===== src/dynamic_hash_bucket_locator_top_defines.svh =====
// Assertion macros used by the RTL of the bucket locator top module.
`ifndef DYNAMIC_HASH_BUCKET_LOCATOR_TOP_DEFINES_SVH
`define DYNAMIC_HASH_BUCKET_LOCATOR_TOP_DEFINES_SVH

// The consequent must hold in the same cycle as the antecedent.
`define DHBL_ASSERT_SAME(label, clk, rst, ante, cons) \
   label: assert property (@(posedge clk) disable iff (rst) (ante) |-> (cons)) \
      else $error("dhbl assertion failed");

// The consequent must hold in the cycle after the antecedent.
`define DHBL_ASSERT_NEXT(label, clk, rst, ante, cons) \
   label: assert property (@(posedge clk) disable iff (rst) (ante) |=> (cons)) \
      else $error("dhbl assertion failed");

`endif


===== src/dhbl_pkg.sv =====
`default_nettype none

package dhbl_pkg;

   localparam int unsigned HASH_W  = 32;
   localparam int unsigned LEVEL_W = 12;
   localparam int unsigned POS_W   = 13;

   localparam logic [LEVEL_W-1:0] LEVEL_TOP = 12'hFFF;

   localparam logic [1:0] REQ_KEY_BYTE = 2'd0;
   localparam logic [1:0] REQ_LOCATE   = 2'd1;
   localparam logic [1:0] REQ_SPLIT    = 2'd2;

   localparam logic [1:0] STATUS_LOCATED   = 2'd0;
   localparam logic [1:0] STATUS_SPLIT     = 2'd1;
   localparam logic [1:0] STATUS_DENIED    = 2'd2;
   localparam logic [1:0] STATUS_BEYOND    = 2'd3;

   typedef enum logic [2:0] {
      ST_CLEAR,
      ST_IDLE,
      ST_ABSORB_HI,
      ST_WALK_ISSUE,
      ST_WALK_WAIT
   } state_type;

   typedef struct packed {
      logic       absorb;
      logic [3:0] nibble;
      logic       clear;
   } hash_ctl_type;

   localparam logic [5:0] STEP_TAB [16] = '{
      6'd61, 6'd57, 6'd53, 6'd49, 6'd45, 6'd41, 6'd37, 6'd33,
      6'd29, 6'd25, 6'd21, 6'd17, 6'd13, 6'd9,  6'd5,  6'd1
   };

   localparam logic [31:0] SUM_TAB [64] = '{
      32'o6100151277, 32'o6106161736, 32'o6452611562, 32'o5001724107,
      32'o2614772546, 32'o4120731531, 32'o4665262210, 32'o7347467531,
      32'o6735253126, 32'o6042345173, 32'o3072226605, 32'o1464164730,
      32'o3247435524, 32'o7652510057, 32'o1546775256, 32'o5714532133,
      32'o6173260402, 32'o7517101630, 32'o2431460343, 32'o1743245566,
      32'o0261675137, 32'o2433103631, 32'o3421772437, 32'o4447707466,
      32'o4435620103, 32'o3757017115, 32'o3641531772, 32'o6767633246,
      32'o2673230344, 32'o0260612216, 32'o4133454451, 32'o0615531516,
      32'o6137717526, 32'o2574116560, 32'o2304023373, 32'o7061702261,
      32'o5153031405, 32'o5322056705, 32'o7401116734, 32'o6552375715,
      32'o6165233473, 32'o5311063631, 32'o1212221723, 32'o1052267235,
      32'o6000615237, 32'o1075222665, 32'o6330216006, 32'o4402355630,
      32'o1451177262, 32'o2000133436, 32'o6025467062, 32'o7121076461,
      32'o3123433522, 32'o1010635225, 32'o1716177066, 32'o5161746527,
      32'o1736635071, 32'o6243505026, 32'o3637211610, 32'o1756474365,
      32'o4723077174, 32'o3642763134, 32'o5750130273, 32'o3655541561
   };

endpackage

`default_nettype wire


===== src/dhbl_hash.sv =====
`default_nettype none

// Running key hash: one nibble per cycle while ctl.absorb is set, through the step and sum tables.
module dhbl_hash (
   input  wire logic                      clock,
   input  wire logic                      reset,
   input  wire dhbl_pkg::hash_ctl_type    ctl,
   output logic [dhbl_pkg::HASH_W-1:0]    sum_next
);

   logic [5:0]                  index_ff;
   logic [5:0]                  index_in;
   logic [dhbl_pkg::HASH_W-1:0] sum_ff;
   logic [dhbl_pkg::HASH_W-1:0] sum_in;

   always_comb begin
      index_in = index_ff + dhbl_pkg::STEP_TAB[ctl.nibble];
      sum_in   = sum_ff + dhbl_pkg::SUM_TAB[index_in];
   end

   always_ff @(posedge clock) begin
      if (reset) begin
         index_ff <= '0;
         sum_ff   <= '0;
      end else if (ctl.absorb) begin
         if (ctl.clear) begin
            index_ff <= '0;
            sum_ff   <= '0;
         end else begin
            index_ff <= index_in;
            sum_ff   <= sum_in;
         end
      end
   end

   assign sum_next = sum_in;

endmodule

`default_nettype wire

===== config.mk =====
export PLATFORM = sky130hd
export DESIGN_NAME = dhbl_hash
export DESIGN_NICKNAME = d
export VERILOG_FILES = /design/src/dynamic_hash_bucket_locator_top_defines.svh /design/src/dhbl_pkg.sv /design/src/dhbl_hash.sv
export SDC_FILE = /design/constraint.sdc
export NUM_CORES = 1
export LEC_CHECK = 0
export CAP_MARGIN = 30
export CORE_MARGIN = 10
export CORE_UTILIZATION = 50
export DETAILED_ROUTE_END_ITERATION = 12
export DONT_BUFFER_PORTS = 1
export PLACE_DENSITY = 0.7
export SYNTH_ARGS = -nofsm -noshare
export SYNTH_HDL_FRONTEND = slang
export SYNTH_SLANG_ARGS = --single-unit
export TNS_END_PERCENT = 30

===== constraint.sdc =====
create_clock -name clock -period 7.5 [get_ports clock]
set_input_delay 1.5 -clock clock [delete_from_list [all_inputs] [get_ports clock]]
set_output_delay 1.5 -clock clock [all_outputs]
set_load 0.1 [all_outputs]

==> metrics.log, run 1 <==
[metrics] maximum fanout encountered on the critical timing path: 8
[metrics] Ports: 40
[metrics] area of the die: between 15,000 and 20,000 µm²
[metrics] number of cells in the design after placement: 1,152
[metrics] number of warnings issued by yosys: 0
[metrics] number of inserted diodes: 0
[metrics] maximum achievable frequency: ~0.14 GHz
[metrics] flops & latches, synth: 38
[metrics] remaining design rule violation count: 0
[metrics] Hold Path Depth: 2
[metrics] WHS: between 0.4 and 0.5 ns
[metrics] Clk network pwr share: 0.087
[metrics] largest cells by area after synthesis: sky130_fd_sc_hd__dfxtp_1, sky130_fd_sc_hd__ha_1, sky130_fd_sc_hd__a21oi_1
[metrics] Final setup viols: 0
[metrics] basic-gate share of the synthesized area counting and, or, nand and nor cells: 0.206
[metrics] first-pass GRT wire length: approximately 42,000 µm
[metrics] area of the core: 12,100 µm²
[metrics] Switching Fraction: 0.572
[metrics] post-synthesis adder-cell area fraction: 0.112
[metrics] slew at the pin closest to its max-slew limit: ~1.1 ns
[metrics] Setup CP Type: in2out
[metrics] cell types with the highest counts after synthesis: sky130_fd_sc_hd__a21oi_1, sky130_fd_sc_hd__nand2_1, sky130_fd_sc_hd__nor2_1
[metrics] largest stage delay on the critical path: 0.38 ns
[metrics] RSZ-0062 raised after global routing: yes
[metrics] clock root cell: sky130_fd_sc_hd__clkbuf_16
[metrics] average instance area after synthesis: a little under 7 µm²
[metrics] Data arrival, critical path: between 5 and 6 ns
[metrics] mux cell area share after synthesis: 0.0279
[metrics] endpoint required time on the critical path: approximately 6 ns
[metrics] Total GRT Usage: 0.293
[metrics] fraction of synthesized cell area in xor and xnor cells: 0.0571
[metrics] sequence of cells on the critical path: inv_1 -> ha_1 -> a31oi_4 -> o21bai_1 -> a21o_1 -> xor2_4 -> buf_4 -> nor2_1 -> nor3_1 -> buf_4 -> a31oi_1 -> ha_1 -> a21oi_1 -> o21ai_0 -> a21oi_1 -> a31oi_1 -> o21ai_1 -> o211ai_1 -> a31oi_2 -> xnor2_4 -> buf_12
[metrics] TritonCTS clock tree: done
[metrics] dominant combinational cell family by area after synthesis: compound AO/OA/AOI/OAI gates
[metrics] power share of the combinational group: 0.829
[metrics] Max transition margin: 0.297
[metrics] Top FF cell, synth: sky130_fd_sc_hd__dfxtp_1
[metrics] Final HPWL DP: roughly 20,000 µm
[metrics] CP max stage cell: sky130_fd_sc_hd__nor3_1
[metrics] post-synthesis instance total: 918
[metrics] count of different cell masters after synthesis: 70
[metrics] hold path startpoint: sum_ff[0]
[metrics] worst reg2reg setup slack: around 2.2 ns
[metrics] outcome: complete, no violations
[metrics] pin count of the biggest net entering global routing: 56
[metrics] quantity of I/O buffers inserted on ports: 0
[metrics] peak supply drop: between 0.3 and 0.4 mV
[metrics] routed via count: between 7k and 8k
[metrics] Pre-antenna DRT Iters: 7
[metrics] width of the die: ~130 µm
[metrics] kind of path behind the tightest hold check: reg2reg
[metrics] CTS clock-pin slew for the worst setup and hold paths: about 0.06 ns
[metrics] wire length after detailed routing: about 27,000 µm
[metrics] post-synth design cell area: 6230 µm²
[metrics] die extent in y: about 130 µm
[metrics] cts-stage hold buffer count: 0
[metrics] number of standard-cell rows in the floorplan: 40
[metrics] PwrDens: between 300 and 400 nW/µm²
[metrics] Final Cycle Share: 0.982
[metrics] Worst Reg2Reg Path Length in Cells: 17
[metrics] kind of end point of the critical path: primary output
[metrics] TritonCTS buffer count: 5
[metrics] internal cell power: approximately 1.2 mW
[metrics] proportion of layout cells with a drive suffix above 1: 0.229
[metrics] maximum buffer depth of the clock tree: 2
[metrics] final layout net count: about 1.1k
[metrics] Fillers: 1,058
[metrics] number of maximum-capacitance constraint violations: 0
[metrics] leak pwr: 3.53 nW
[metrics] fin util: 0.674
[metrics] average routed wire per standard cell: roughly 23 µm
[metrics] Clk Latency, worst-skew pair: about 0.3 ns
[metrics] clk_skew: 0.00851 ns
[metrics] synthesized-area fraction occupied by ao, oa, aoi and oai cells: 0.392
[metrics] sequential-to-total area share from yosys stat: 0.122
[metrics] hold violation count in the final report: 0
[metrics] sequential cell fraction of total power: 0.084
[metrics] share of async-settable or async-resettable flops after synthesis: 0
[metrics] Starting Density: 0.514
[metrics] R2R Path Start: index_ff[0]
[metrics] type of origin of the critical path: input port
[metrics] antenna violations before repair: 0
[metrics] number of synthesized flops with an enable pin: 0
[metrics] global route total overflow: 0
[metrics] Sw Pwr: about 1.6 mW
[metrics] via density per instance: between 6 and 7
[metrics] number of DRC markers in iteration 0: about 1.2k
[metrics] biggest area consumer among synthesized cells: sky130_fd_sc_hd__dfxtp_1
[metrics] syn nets: between 900 and 1k
[metrics] Final GP Congestion: between 1 and 1.5
[metrics] fin. max-slew vios: 0
[metrics] vias in the first global route: approximately 7.5k
[metrics] synthesis-to-finish area growth: 31.2%
[metrics] final standard cell count with taps included and fillers excluded: 1,169
[metrics] post-route minimum period: about 7.4 ns
[metrics] worst-case hold path end point: sum_ff[0]
[metrics] clock tree sinks: 38
[metrics] Worst R2R End: sum_ff[23]
[metrics] most used standard cell by instance count after synthesis: sky130_fd_sc_hd__a21oi_1
[metrics] Antenna Nets Post-Route: 0
[metrics] H-tree Lvls: 2
[metrics] area share of the largest cell type after synthesis: 0.122
[state kept, by name (all words and copies together) (netlist names)]
name	count
index_ff	6
sum_ff	32
[cells in the final DEF (no fill, tap or decap), types with 5 or more instances in the layout]
cell and n:
sky130_fd_sc_hd__a21o_1 13, sky130_fd_sc_hd__xnor2_2 17, sky130_fd_sc_hd__mux2i_1 5, sky130_fd_sc_hd__clkbuf_16 5
sky130_fd_sc_hd__dfxtp_1 38, sky130_fd_sc_hd__inv_1 25, sky130_fd_sc_hd__o22ai_1 9, sky130_fd_sc_hd__a31oi_1 30
sky130_fd_sc_hd__buf_4 130, sky130_fd_sc_hd__and3_1 5, sky130_fd_sc_hd__o2111ai_1 5, sky130_fd_sc_hd__o211ai_1 18
sky130_fd_sc_hd__xor2_2 8, sky130_fd_sc_hd__nor2b_1 18, sky130_fd_sc_hd__nand2_1 108, sky130_fd_sc_hd__nor3_1 12
sky130_fd_sc_hd__nor2_1 95, sky130_fd_sc_hd__a2111oi_0 5, sky130_fd_sc_hd__o21ai_0 67, sky130_fd_sc_hd__a22o_1 18
sky130_fd_sc_hd__o21ai_1 6, sky130_fd_sc_hd__xor2_4 6, sky130_fd_sc_hd__buf_12 31, sky130_fd_sc_hd__nand2b_1 9
sky130_fd_sc_hd__a311oi_1 8, sky130_fd_sc_hd__a221oi_1 5, sky130_fd_sc_hd__a21oi_1 117, sky130_fd_sc_hd__a211oi_1 20
sky130_fd_sc_hd__nand4_1 8, sky130_fd_sc_hd__mux4_2 5, sky130_fd_sc_hd__ha_1 52, sky130_fd_sc_hd__o221ai_1 5
sky130_fd_sc_hd__nand3_1 16
[logic make-up after synthesis]
group / after synthesis
AND/OR/NAND/NOR: 290
multiplexers: 11
adder cells (fa/ha/maj): 55
flip-flops: 38
buffers and inverters: 112
XOR/XNOR: 38
AO/OA/AOI/OAI: 374
[stage by stage]
| step | area [µm²] | TNS (ns) | total power, mW | setup WS, ns |
|---|---|---|---|---|
| final | 8170 | 0 | 2.86 | 0.135 |
| after CTS | 8070 | 0 | 2.83 | 0.0728 |
| after floorplan | 6340 | -5.60 | 1.72 | -0.522 |
| after global routing | 8170 | -0.0910 | 2.97 | -0.0477 |
| after detailed placement | 7900 | 0 | 2.57 | 0.115 |
| after global placement | 7900 | 0 | 2.55 | 0.167 |
[routing by layer]
metal,track usage,vias to the layer above,share of wire
met5,0,-,0
met4,0.145,0,0.057
met3,0.0831,120,0.13
met2,0.460,617,0.44
met1,0.359,3662,0.38
li1,-,3541,-
[power groups by stage]
| stage | Clock [mW] | Sequential [mW] | Combinational (mW) |
|---|---|---|---|
| global route | 0.258 | 0.243 | 2.47 |
| detailed placement | 0 | 0.245 | 2.33 |
| CTS | 0.253 | 0.241 | 2.34 |
| global placement | 0 | 0.245 | 2.31 |
| finish | 0.249 | 0.241 | 2.37 |
| floorplan | 0 | 0.238 | 1.48 |
[critical path: cells and delay by family]
kind	cells	cell delay, ns
and+or+nand+nor	2	0.44
AOI/OAI and AO/OA	11	2.14
buffers and inverters	4	0.61
adders and majority gates	2	0.70
xor gates and xnor gates	2	0.44
[worst max-delay path by stage]
stage,startpoint,end,slack (ns),depth (start not counted)
floorplan,ctl[1],sum_next[16],-0.52,18
global placement,ctl[1],sum_next[31],0.17,21
detailed placement,ctl[1],sum_next[31],0.11,21
CTS,ctl[1],sum_next[28],0.07,21
global route,ctl[1],sum_next[31],-0.05,20
finish,ctl[1],sum_next[31],0.14,21
[cell type report]
class	instances	area, µm²	share of cell area
Multi-Input combinational cell	769	5340	0.654
Timing Repair Buffer	161	1600	0.195
Sequential cell	38	761	0.0931
Tap cell	168	210	0.0257
Clock buffer	7	133	0.0162
Inverter	25	93.8	0.0115
Clock inverter	1	30.0	0.00368
[what timing repair did]
| action | 4_1_cts | 5_1_grt |
|---|---|---|
| resized for setup | 0 | 9 |
| endpoints found under the setup margin | 0 | 8 |
| setup buffers | 0 | 7 |
No activity file was read; power rests on OpenSTA's default activity.
==> run 2, diff against run 1 <==
--- a/config.mk
+++ b/config.mk
@@ -5,6 +5,7 @@
 export SDC_FILE = /design/constraint.sdc
 export NUM_CORES = 1
 export LEC_CHECK = 0
+export ABC_AREA = 1
 export CAP_MARGIN = 30
 export CORE_MARGIN = 10
 export CORE_UTILIZATION = 50
==> run 2 against run 1 <==
Area after synthesis grew 7.0%. Sequential share of layout area is 0.60 points higher. Worst setup slack improved by 0.15 ns. Highest routed layer unchanged. Cell count rose by 26%. Via count up 6.6%. Largest power group unchanged. Wire length up 3.9%. Maximum frequency increased by 2.1%. Clock skew increased by 0.0017 ns. Critical endpoint unchanged.
==> metrics.log, run 2 <==
[metrics] outcome: complete, no violations
[metrics] number of DRC markers in iteration 0: 1,056 (-8.9%)
[metrics] CP max stage cell: sky130_fd_sc_hd__ha_2
[metrics] Clk Latency, worst-skew pair: 0.30 ns (about the same)
[metrics] H-tree Lvls: 2 (unchanged)
[metrics] number of flip-flops in the largest register: 32 (unchanged)
[metrics] biggest registers after layout: sum_ff x32, index_ff x6
[metrics] FF/Latch Area: 761 µm² (unchanged)
[metrics] Largest Register: sum_ff
[metrics] kind of path behind the tightest hold check: reg2reg
[metrics] critical path buffer and inverter count: 4 (unchanged)
[metrics] Antenna Nets Post-Route: 0 (unchanged)
[metrics] Starting Density: 0.507 (-0.00700)
[metrics] post-synthesis instance total: 1,278 (+39%)
[metrics] maximum buffer depth of the clock tree: 2 (unchanged)
[metrics] average instance area after synthesis: 5.21 µm² (-23%)
[metrics] Top FF cell, synth: sky130_fd_sc_hd__dfxtp_1
[metrics] Final Cycle Share: 0.961 (-0.0206)
[metrics] TritonCTS clock tree: done
[metrics] syn nets: 1,341 (+37%)
[metrics] clock tree sinks: 38 (unchanged)
[metrics] cts-stage hold buffer count: 0 (unchanged)
[metrics] basic-gate share of the synthesized area counting and, or, nand and nor cells: 0.441 (+0.235)
[metrics] share of async-settable or async-resettable flops after synthesis: 0 (unchanged)
[metrics] post-CTS repair timing setup buffer count: 0 (unchanged)
[metrics] area of the multi-input gates: 5070 µm² (-5.1%)
[metrics] post-synthesis adder-cell area fraction: 0.104 (-0.00730)
[metrics] clk_skew: 0.0102 ns (+0.00168 ns)
[metrics] hold violation count in the final report: 0 (unchanged)
[metrics] sequence of cells on the critical path: inv_1 -> ha_1 -> ha_2 -> buf_4 -> nand2_1 -> nor2_1 -> o21ai_0 -> o211ai_1 -> nand3_1 -> nand2_1 -> inv_1 -> ha_1 -> nand2_1 -> nor2_1 -> nand3_1 -> nand2_1 -> nand2_1 -> nand2_1 -> nand2_1 -> nand3_1 -> and2_1 -> buf_12
[metrics] Clk network pwr share: 0.106 (+0.019)
[metrics] wire length after detailed routing: 28,100 µm (+3.9%)
[metrics] final layout net count: 1,357 (+28%)
[metrics] Pre-antenna DRT Iters: 6 (-1)
[metrics] sequential-to-total area share from yosys stat: 0.114 (-0.00799)
[metrics] flops & latches, synth: 38 (unchanged)
[metrics] quantity of I/O buffers inserted on ports: 0 (unchanged)
[metrics] power share of the combinational group: 0.799 (-0.030)
[metrics] CTS clock-pin slew for the worst setup and hold paths: 0.06 ns (about the same)
[metrics] post-route minimum period: 7.21 ns (-0.155 ns)
[metrics] Sum Neg Setup Slack: 0 ns (unchanged)
[metrics] cell types with the highest counts after synthesis: sky130_fd_sc_hd__nand2_1, sky130_fd_sc_hd__inv_1, sky130_fd_sc_hd__nand3_1
[metrics] Fillers: 1,333 (+26%)
[metrics] area of the core: 13,100 µm² (+8.5%)
[metrics] worst reg2reg setup slack: 2.64 ns (+0.42 ns)
[metrics] global route total overflow: 0 (unchanged)
[metrics] sequential cell fraction of total power: 0.095 (+0.011)
[metrics] number of synthesized flops with an enable pin: 0 (unchanged)
[metrics] Switching Fraction: 0.629 (+0.0571)
[metrics] Final GP Congestion: 1.06 (+2.6%)
[metrics] dominant combinational cell family by area after synthesis: simple AND/OR/NAND/NOR gates
[metrics] Total GRT Usage: 0.301 (+0.00808)
[metrics] fin. max-slew vios: 0 (unchanged)
[metrics] most common cell after layout, fill and taps aside: sky130_fd_sc_hd__nand2_1
[metrics] remaining design rule violation count: 0 (unchanged)
[metrics] leak pwr: 4.14 nW (+17%)
[metrics] largest stage delay on the critical path: 0.50 ns (+0.12 ns)
[metrics] Data arrival, critical path: 5.71 ns (-0.15 ns)
[metrics] maximum achievable frequency: 0.139 GHz (+2.1%)
[metrics] TritonCTS buffer count: 5 (unchanged)
[metrics] biggest area consumer among synthesized cells: sky130_fd_sc_hd__nand2_1
[metrics] most frequent cells in the layout: sky130_fd_sc_hd__nand2_1, sky130_fd_sc_hd__inv_1, sky130_fd_sc_hd__nand3_1
[metrics] maximum fanout encountered on the critical timing path: 14 (+6)
[metrics] number of maximum-capacitance constraint violations: 0 (unchanged)
[metrics] WHS: 0.469 ns (-0.00595 ns)
[metrics] routed via count: 8,467 (+6.6%)
[metrics] post-synth design cell area: 6660 µm² (+7.0%)
[metrics] fin util: 0.584 (-0.0904)
[metrics] most used standard cell by instance count after synthesis: sky130_fd_sc_hd__nand2_1
[metrics] largest cells by area after synthesis: sky130_fd_sc_hd__nand2_1, sky130_fd_sc_hd__dfxtp_1, sky130_fd_sc_hd__inv_1
[metrics] Final setup viols: 0 (unchanged)
[metrics] slew at the pin closest to its max-slew limit: 0.898 ns (-0.153 ns)
[metrics] width of the die: 135 µm (+2.9%)
[metrics] type of origin of the critical path: input port
[metrics] average routed wire per standard cell: 19.1 µm (-17%)
[metrics] RSZ-0062 raised after global routing: no
[metrics] fraction of synthesized cell area in xor and xnor cells: 0.0276 (-0.0295)
[metrics] number of standard-cell rows in the floorplan: 42 (+5.0%)
[metrics] kind of end point of the critical path: primary output
[metrics] Largest delay share family, worst path: simple AND/OR/NAND/NOR gates
[metrics] endpoint required time on the critical path: 6.00 ns (about the same)
[metrics] internal cell power: 0.931 mW (-24%)
[metrics] Setup CP Type: in2out
[metrics] peak supply drop: 0.152 mV (-60%)
[metrics] antenna violations before repair: 0 (unchanged)
[metrics] Ports: 40 (unchanged)
[metrics] synthesis-to-finish area growth: 15.2%
[metrics] vias in the first global route: 7,935 (+6.0%)
[metrics] via density per instance: 5.76 (-15%)
[metrics] first-pass GRT wire length: 43,400 µm (+3.8%)
[metrics] proportion of layout cells with a drive suffix above 1: 0.0773 (-0.151)
[metrics] Max transition margin: 0.401 (+0.105)
[metrics] count of different cell masters after synthesis: 35 (-50%)
[metrics] pin count of the biggest net entering global routing: 43 (-23%)
[metrics] PwrDens: 327 nW/µm² (-6.6%)
[metrics] area of the die: 18,300 µm² (+5.9%)
[metrics] area share of the largest cell type after synthesis: 0.263 (+0.140)
[metrics] Final HPWL DP: 22,000 µm (+9.8%)
[metrics] die extent in y: 135 µm (+2.9%)
[metrics] number of inserted diodes: 0 (unchanged)
[metrics] Sw Pwr: 1.58 mW (-3.5%)
[metrics] synthesized-area fraction occupied by ao, oa, aoi and oai cells: 0.167 (-0.225)
[metrics] CP most frequent cell: sky130_fd_sc_hd__nand2_1
[metrics] mux cell area share after synthesis: 0 (-0.0279)
[metrics] Resized cells post-CTS: 0 (unchanged)
[metrics] clock root cell: sky130_fd_sc_hd__clkbuf_16
[metrics] number of warnings issued by yosys: 0 (unchanged)
## run 2: power by group through the flow
| stage | sequential (mW) | clock [mW] | combinational, mW |
|---|---|---|---|
| 5_1_grt | 0.241 | 0.276 | 2.12 |
| 2_1_floorplan | 0.238 | 0 | 1.40 |
| 3_3_place_gp | 0.242 | 0 | 1.97 |
| 6_report | 0.239 | 0.267 | 2.01 |
| 3_5_place_dp | 0.243 | 0 | 1.97 |
| 4_1_cts | 0.238 | 0.269 | 1.98 |
## run 2: cells by family after synthesis
kind of cell / after synthesis
AO/OA/AOI/OAI: 202
XOR/XNOR: 18
adder cells (fa/ha/maj): 55
buffers and inverters: 246
flip-flops: 38
AND/OR/NAND/NOR: 719
## run 2: worst reg2reg max path, delay by kind of cell, from the launching register on
| kind | cells | cell delay (ns) |
|---|---|---|
| buffers and inverters | 4 | 0.85 |
| XOR/XNOR | 1 | 0.15 |
| adder cells (fa/ha/maj) | 3 | 1.17 |
| AND/OR/NAND/NOR | 11 | 1.75 |
| flip-flops | 1 | 0.39 |
| AO/OA/AOI/OAI | 3 | 0.49 |
## run 2: layer usage
metal	routed length (µm)	vias up	track usage
li1	-	4072	-
met1	11200	3753	0.377
met2	12400	539	0.474
met3	2860	103	0.0564
met4	1670	0	0.171
met5	0	-	0
## run 2: cell type report
cell class                      instances  area share
Clock buffer                            6      0.0181
Sequential cell                        38      0.0992
Timing Repair Buffer                   61      0.0939
Multi-Input combinational cell        994       0.661
Clock inverter                          1     0.00391
Tap cell                              176      0.0287
Inverter                              194      0.0954
## run 2: path summary, 6_finish.rpt
| kind | startpoint | to | cells after the start |
|---|---|---|---|
| worst min-delay path | sum_ff[28] | sum_ff[28] | 2 |
| worst max-delay path | ctl[1] | sum_next[31] | 22 |
| worst max register to register | index_ff[1] | sum_ff[15] | 22 |
| worst min register to register | sum_ff[28] | sum_ff[28] | 2 |
## run 2: stage by stage
step / power (mW) / instance area (µm²) / setup WS, ns / std cells
finish: 2.51 / 7670 / 0.290 / 1470
global route: 2.64 / 7670 / 0.0320 / 1470
CTS: 2.49 / 7640 / 0.193 / 1469
detailed placement: 2.21 / 7470 / 0.217 / 1462
global placement: 2.21 / 7470 / 0.242 / 1462
floorplan: 1.64 / 6660 / 0.0933 / 1278
==> run 3, diff against run 2 <==
--- a/config.mk
+++ b/config.mk
@@ -8,10 +8,10 @@
 export ABC_AREA = 1
 export CAP_MARGIN = 30
 export CORE_MARGIN = 10
-export CORE_UTILIZATION = 50
+export CORE_UTILIZATION = 39
 export DETAILED_ROUTE_END_ITERATION = 12
 export DONT_BUFFER_PORTS = 1
-export PLACE_DENSITY = 0.7
+export PLACE_DENSITY = 0.58
 export SYNTH_ARGS = -nofsm -noshare
 export SYNTH_HDL_FRONTEND = slang
 export SYNTH_SLANG_ARGS = --single-unit
==> constraint.sdc (replaced) <==
create_clock -name clock -period 7.5 [get_ports clock]
set_input_delay 1.5 -clock clock [delete_from_list [all_inputs] [get_ports clock]]
set_output_delay 1.5 -clock clock [all_outputs]
set_load 0.02 [all_outputs]
==> run 3 against run 2 <==
Global-route usage down 5.3 points. Combinational power down 40%. Non-clock buffer count down 29. Critical endpoint is now sum_next[29]. Utilization down 16 points. Wire length up 3.0%. Maximum frequency about the same. Register-to-register slack worse by 0.11 ns. Hold slack worse by 0.0032 ns. Flip-flop and latch count unchanged.
==> metrics.log, run 3 (same netlist as run 2, synthesis figures left out) <==
[metrics] most common cell after layout, fill and taps aside: sky130_fd_sc_hd__nand2_1
[metrics] Final setup viols: 0 (unchanged)
[metrics] post-route minimum period: 7.21 ns (-0.00388 ns)
[metrics] pin count of the biggest net entering global routing: 45 (+4.7%)
[metrics] clock tree sinks: 38 (unchanged)
[metrics] Worst Reg2Reg Path Length in Cells: 24 (+9.1%)
[metrics] remaining design rule violation count: 0 (unchanged)
[metrics] R2R Path Start: index_ff[1]
[metrics] final layout net count: 1,328 (-2.1%)
[metrics] proportion of layout cells with a drive suffix above 1: 0.0403 (-0.0370)
[metrics] worst-case hold path end point: index_ff[4]
[metrics] Total GRT Usage: 0.248 (-0.0529)
[metrics] CTS clock-pin slew for the worst setup and hold paths: 0.05 ns (about the same)
[metrics] clock root cell: sky130_fd_sc_hd__clkbuf_16
[metrics] Largest Register: sum_ff
[metrics] Final Cycle Share: 0.961 (about the same)
[metrics] H-tree Lvls: 2 (unchanged)
[metrics] Data arrival, critical path: 5.71 ns (about the same)
[metrics] post-CTS repair timing setup buffer count: 0 (unchanged)
[metrics] leak pwr: 3.88 nW (-6.2%)
[metrics] average routed wire per standard cell: 19.5 µm (+1.9%)
[metrics] Final HPWL DP: 22,800 µm (+3.4%)
[metrics] Starting Density: 0.400 (-0.107)
[metrics] hold violation count in the final report: 0 (unchanged)
[metrics] worst reg2reg setup slack: 2.53 ns (-0.11 ns)
[metrics] quantity of I/O buffers inserted on ports: 0 (unchanged)
[metrics] peak supply drop: 0.115 mV (-24%)
[metrics] Max transition margin: 0.510 (+0.109)
[metrics] Setup CP Type: in2out
[metrics] biggest registers after layout: sum_ff x32, index_ff x6
[metrics] final standard cell count with taps included and fillers excluded: 1,485 (+1.0%)
[metrics] Resized cells post-CTS: 0 (unchanged)
[metrics] number of flip-flops in the largest register: 32 (unchanged)
[metrics] number of DRC markers in iteration 0: 1,277 (+21%)
[metrics] maximum achievable frequency: 0.139 GHz (about the same)
[metrics] Clk Latency, worst-skew pair: 0.29 ns (about the same)
[metrics] most frequent cells in the layout: sky130_fd_sc_hd__nand2_1, sky130_fd_sc_hd__inv_1, sky130_fd_sc_hd__nand3_1
[metrics] number of inserted diodes: 0 (unchanged)
[metrics] endpoint required time on the critical path: 6.00 ns (about the same)
[metrics] PwrDens: 231 nW/µm² (-29%)
[metrics] number of standard-cell rows in the floorplan: 47 (+12%)
[metrics] clk_skew: 0.00798 ns (-0.00220 ns)
[metrics] Antenna Nets Post-Route: 0 (unchanged)
[metrics] cts-stage hold buffer count: 0 (unchanged)
[metrics] Final GP Congestion: 1.02 (-4.4%)
[metrics] maximum buffer depth of the clock tree: 2 (unchanged)
[metrics] wire length after detailed routing: 29,000 µm (+3.0%)
[metrics] TritonCTS buffer count: 5 (unchanged)
[metrics] first-pass GRT wire length: 43,700 µm (+0.83%)
[metrics] area of the die: 22,700 µm² (+24%)
[metrics] Worst R2R End: sum_ff[14]
[metrics] number of cells in the design after placement: 1,478 (+1.1%)
[metrics] WHS: 0.465 ns (-0.00318 ns)
[metrics] area of the core: 16,600 µm² (+27%)
[metrics] antenna violations before repair: 0 (unchanged)
[metrics] Hold Path Depth: 2 (unchanged)
[metrics] type of origin of the critical path: input port
[metrics] routed via count: 8,235 (-2.7%)
[metrics] Sum Neg Setup Slack: 0 ns (unchanged)
[metrics] TritonCTS clock tree: done
[metrics] die extent in y: 151 µm (+11%)
[metrics] Ports: 40 (unchanged)
[metrics] width of the die: 151 µm (+11%)
[metrics] kind of path behind the tightest hold check: reg2reg
[metrics] RSZ-0062 raised after global routing: no
[metrics] global route total overflow: 0 (unchanged)
[metrics] number of maximum-capacitance constraint violations: 0 (unchanged)
[metrics] synthesis-to-finish area growth: 6.91%
[metrics] Pre-antenna DRT Iters: 6 (unchanged)
[metrics] slew at the pin closest to its max-slew limit: 0.733 ns (-0.165 ns)
[metrics] outcome: complete, no violations
[metrics] via density per instance: 5.55 (-3.7%)
[metrics] vias in the first global route: 7,427 (-6.4%)
[metrics] kind of end point of the critical path: primary output
[metrics] fin. max-slew vios: 0 (unchanged)
[metrics] maximum fanout encountered on the critical timing path: 18 (+4)
[metrics] hold path startpoint: index_ff[4]
==> run 3: cell types whose count changed in the layout (fill, tap and decap cells not counted), sizes merged <==
cell	delta
buf	-29
bufinv	-1
clkbuf	+1
clkinv	+1
clkinvlp	-1
==> run 3: through the flow <==
stage / cell area [µm²] / power (mW) / utilization / setup WS (ns)
floorplan: 6660 / 1.06 / - / 1.16
global placement: 6990 / 1.43 / 0.420 / 0.425
detailed placement: 6990 / 1.42 / 0.420 / 0.512
CTS: 7120 / 1.64 / 0.428 / 0.483
global route: 7120 / 1.77 / 0.428 / 0.0139
finish: 7120 / 1.65 / 0.428 / 0.294
==> run 3: worst max path at each step <==
| stage | start | to | slack (ns) | depth (start not counted) |
|---|---|---|---|---|
| after floorplan | ctl[1] | sum_next[16] | 1.16 | 24 |
| after global routing | ctl[1] | sum_next[29] | 0.01 | 20 |
| final | ctl[1] | sum_next[29] | 0.29 | 20 |
| after detailed placement | ctl[1] | sum_next[29] | 0.51 | 20 |
| after CTS | ctl[1] | sum_next[29] | 0.48 | 20 |
| after global placement | ctl[1] | sum_next[29] | 0.43 | 20 |
==> run 3: power breakdown <==
part	leakage [nW]	total (mW)	switching (mW)	internal, mW
clock network	0.0640	0.210	0.0876	0.122
logic	3.51	1.20	0.851	0.346
registers	0.310	0.239	0.0157	0.223
total	3.88	1.65	0.954	0.691
==> run 3: final cells by class <==
class / count / area [µm²]
fill: 1945 / 9520
multi-input combinational: 994 / 4950
sequential: 38 / 761
inverter: 194 / 728
timing repair buffer: 32 / 278
tap: 220 / 275
clock buffer: 7 / 133
==> run 3: per-layer routing <==
metal	routed length (µm)	vias to the layer above	track usage
met4	935	0	0.0861
met2	12200	461	0.362
li1	-	4015	-
met1	12900	3696	0.352
met5	0	-	0
met3	2930	63	0.0498
==> run 3: worst max-delay path, stage by stage <==
cell and delay [ns]:
sky130_fd_sc_hd__inv_1 0.02, sky130_fd_sc_hd__ha_1 0.38, sky130_fd_sc_hd__ha_1 0.35, sky130_fd_sc_hd__buf_4 0.22, sky130_fd_sc_hd__nor2_1 0.56, sky130_fd_sc_hd__nand2_1 0.19, sky130_fd_sc_hd__inv_1 0.23, sky130_fd_sc_hd__nor2_1 0.12
sky130_fd_sc_hd__o21ai_0 0.42, sky130_fd_sc_hd__nand2_1 0.11, sky130_fd_sc_hd__nand3_1 0.11, sky130_fd_sc_hd__nand2_1 0.10, sky130_fd_sc_hd__ha_1 0.38, sky130_fd_sc_hd__nand2_1 0.12, sky130_fd_sc_hd__nor2_1 0.17, sky130_fd_sc_hd__nand2_1 0.11
sky130_fd_sc_hd__nor2_1 0.11, sky130_fd_sc_hd__nand2_1 0.12, sky130_fd_sc_hd__nand3_1 0.11, sky130_fd_sc_hd__and2_1 0.25
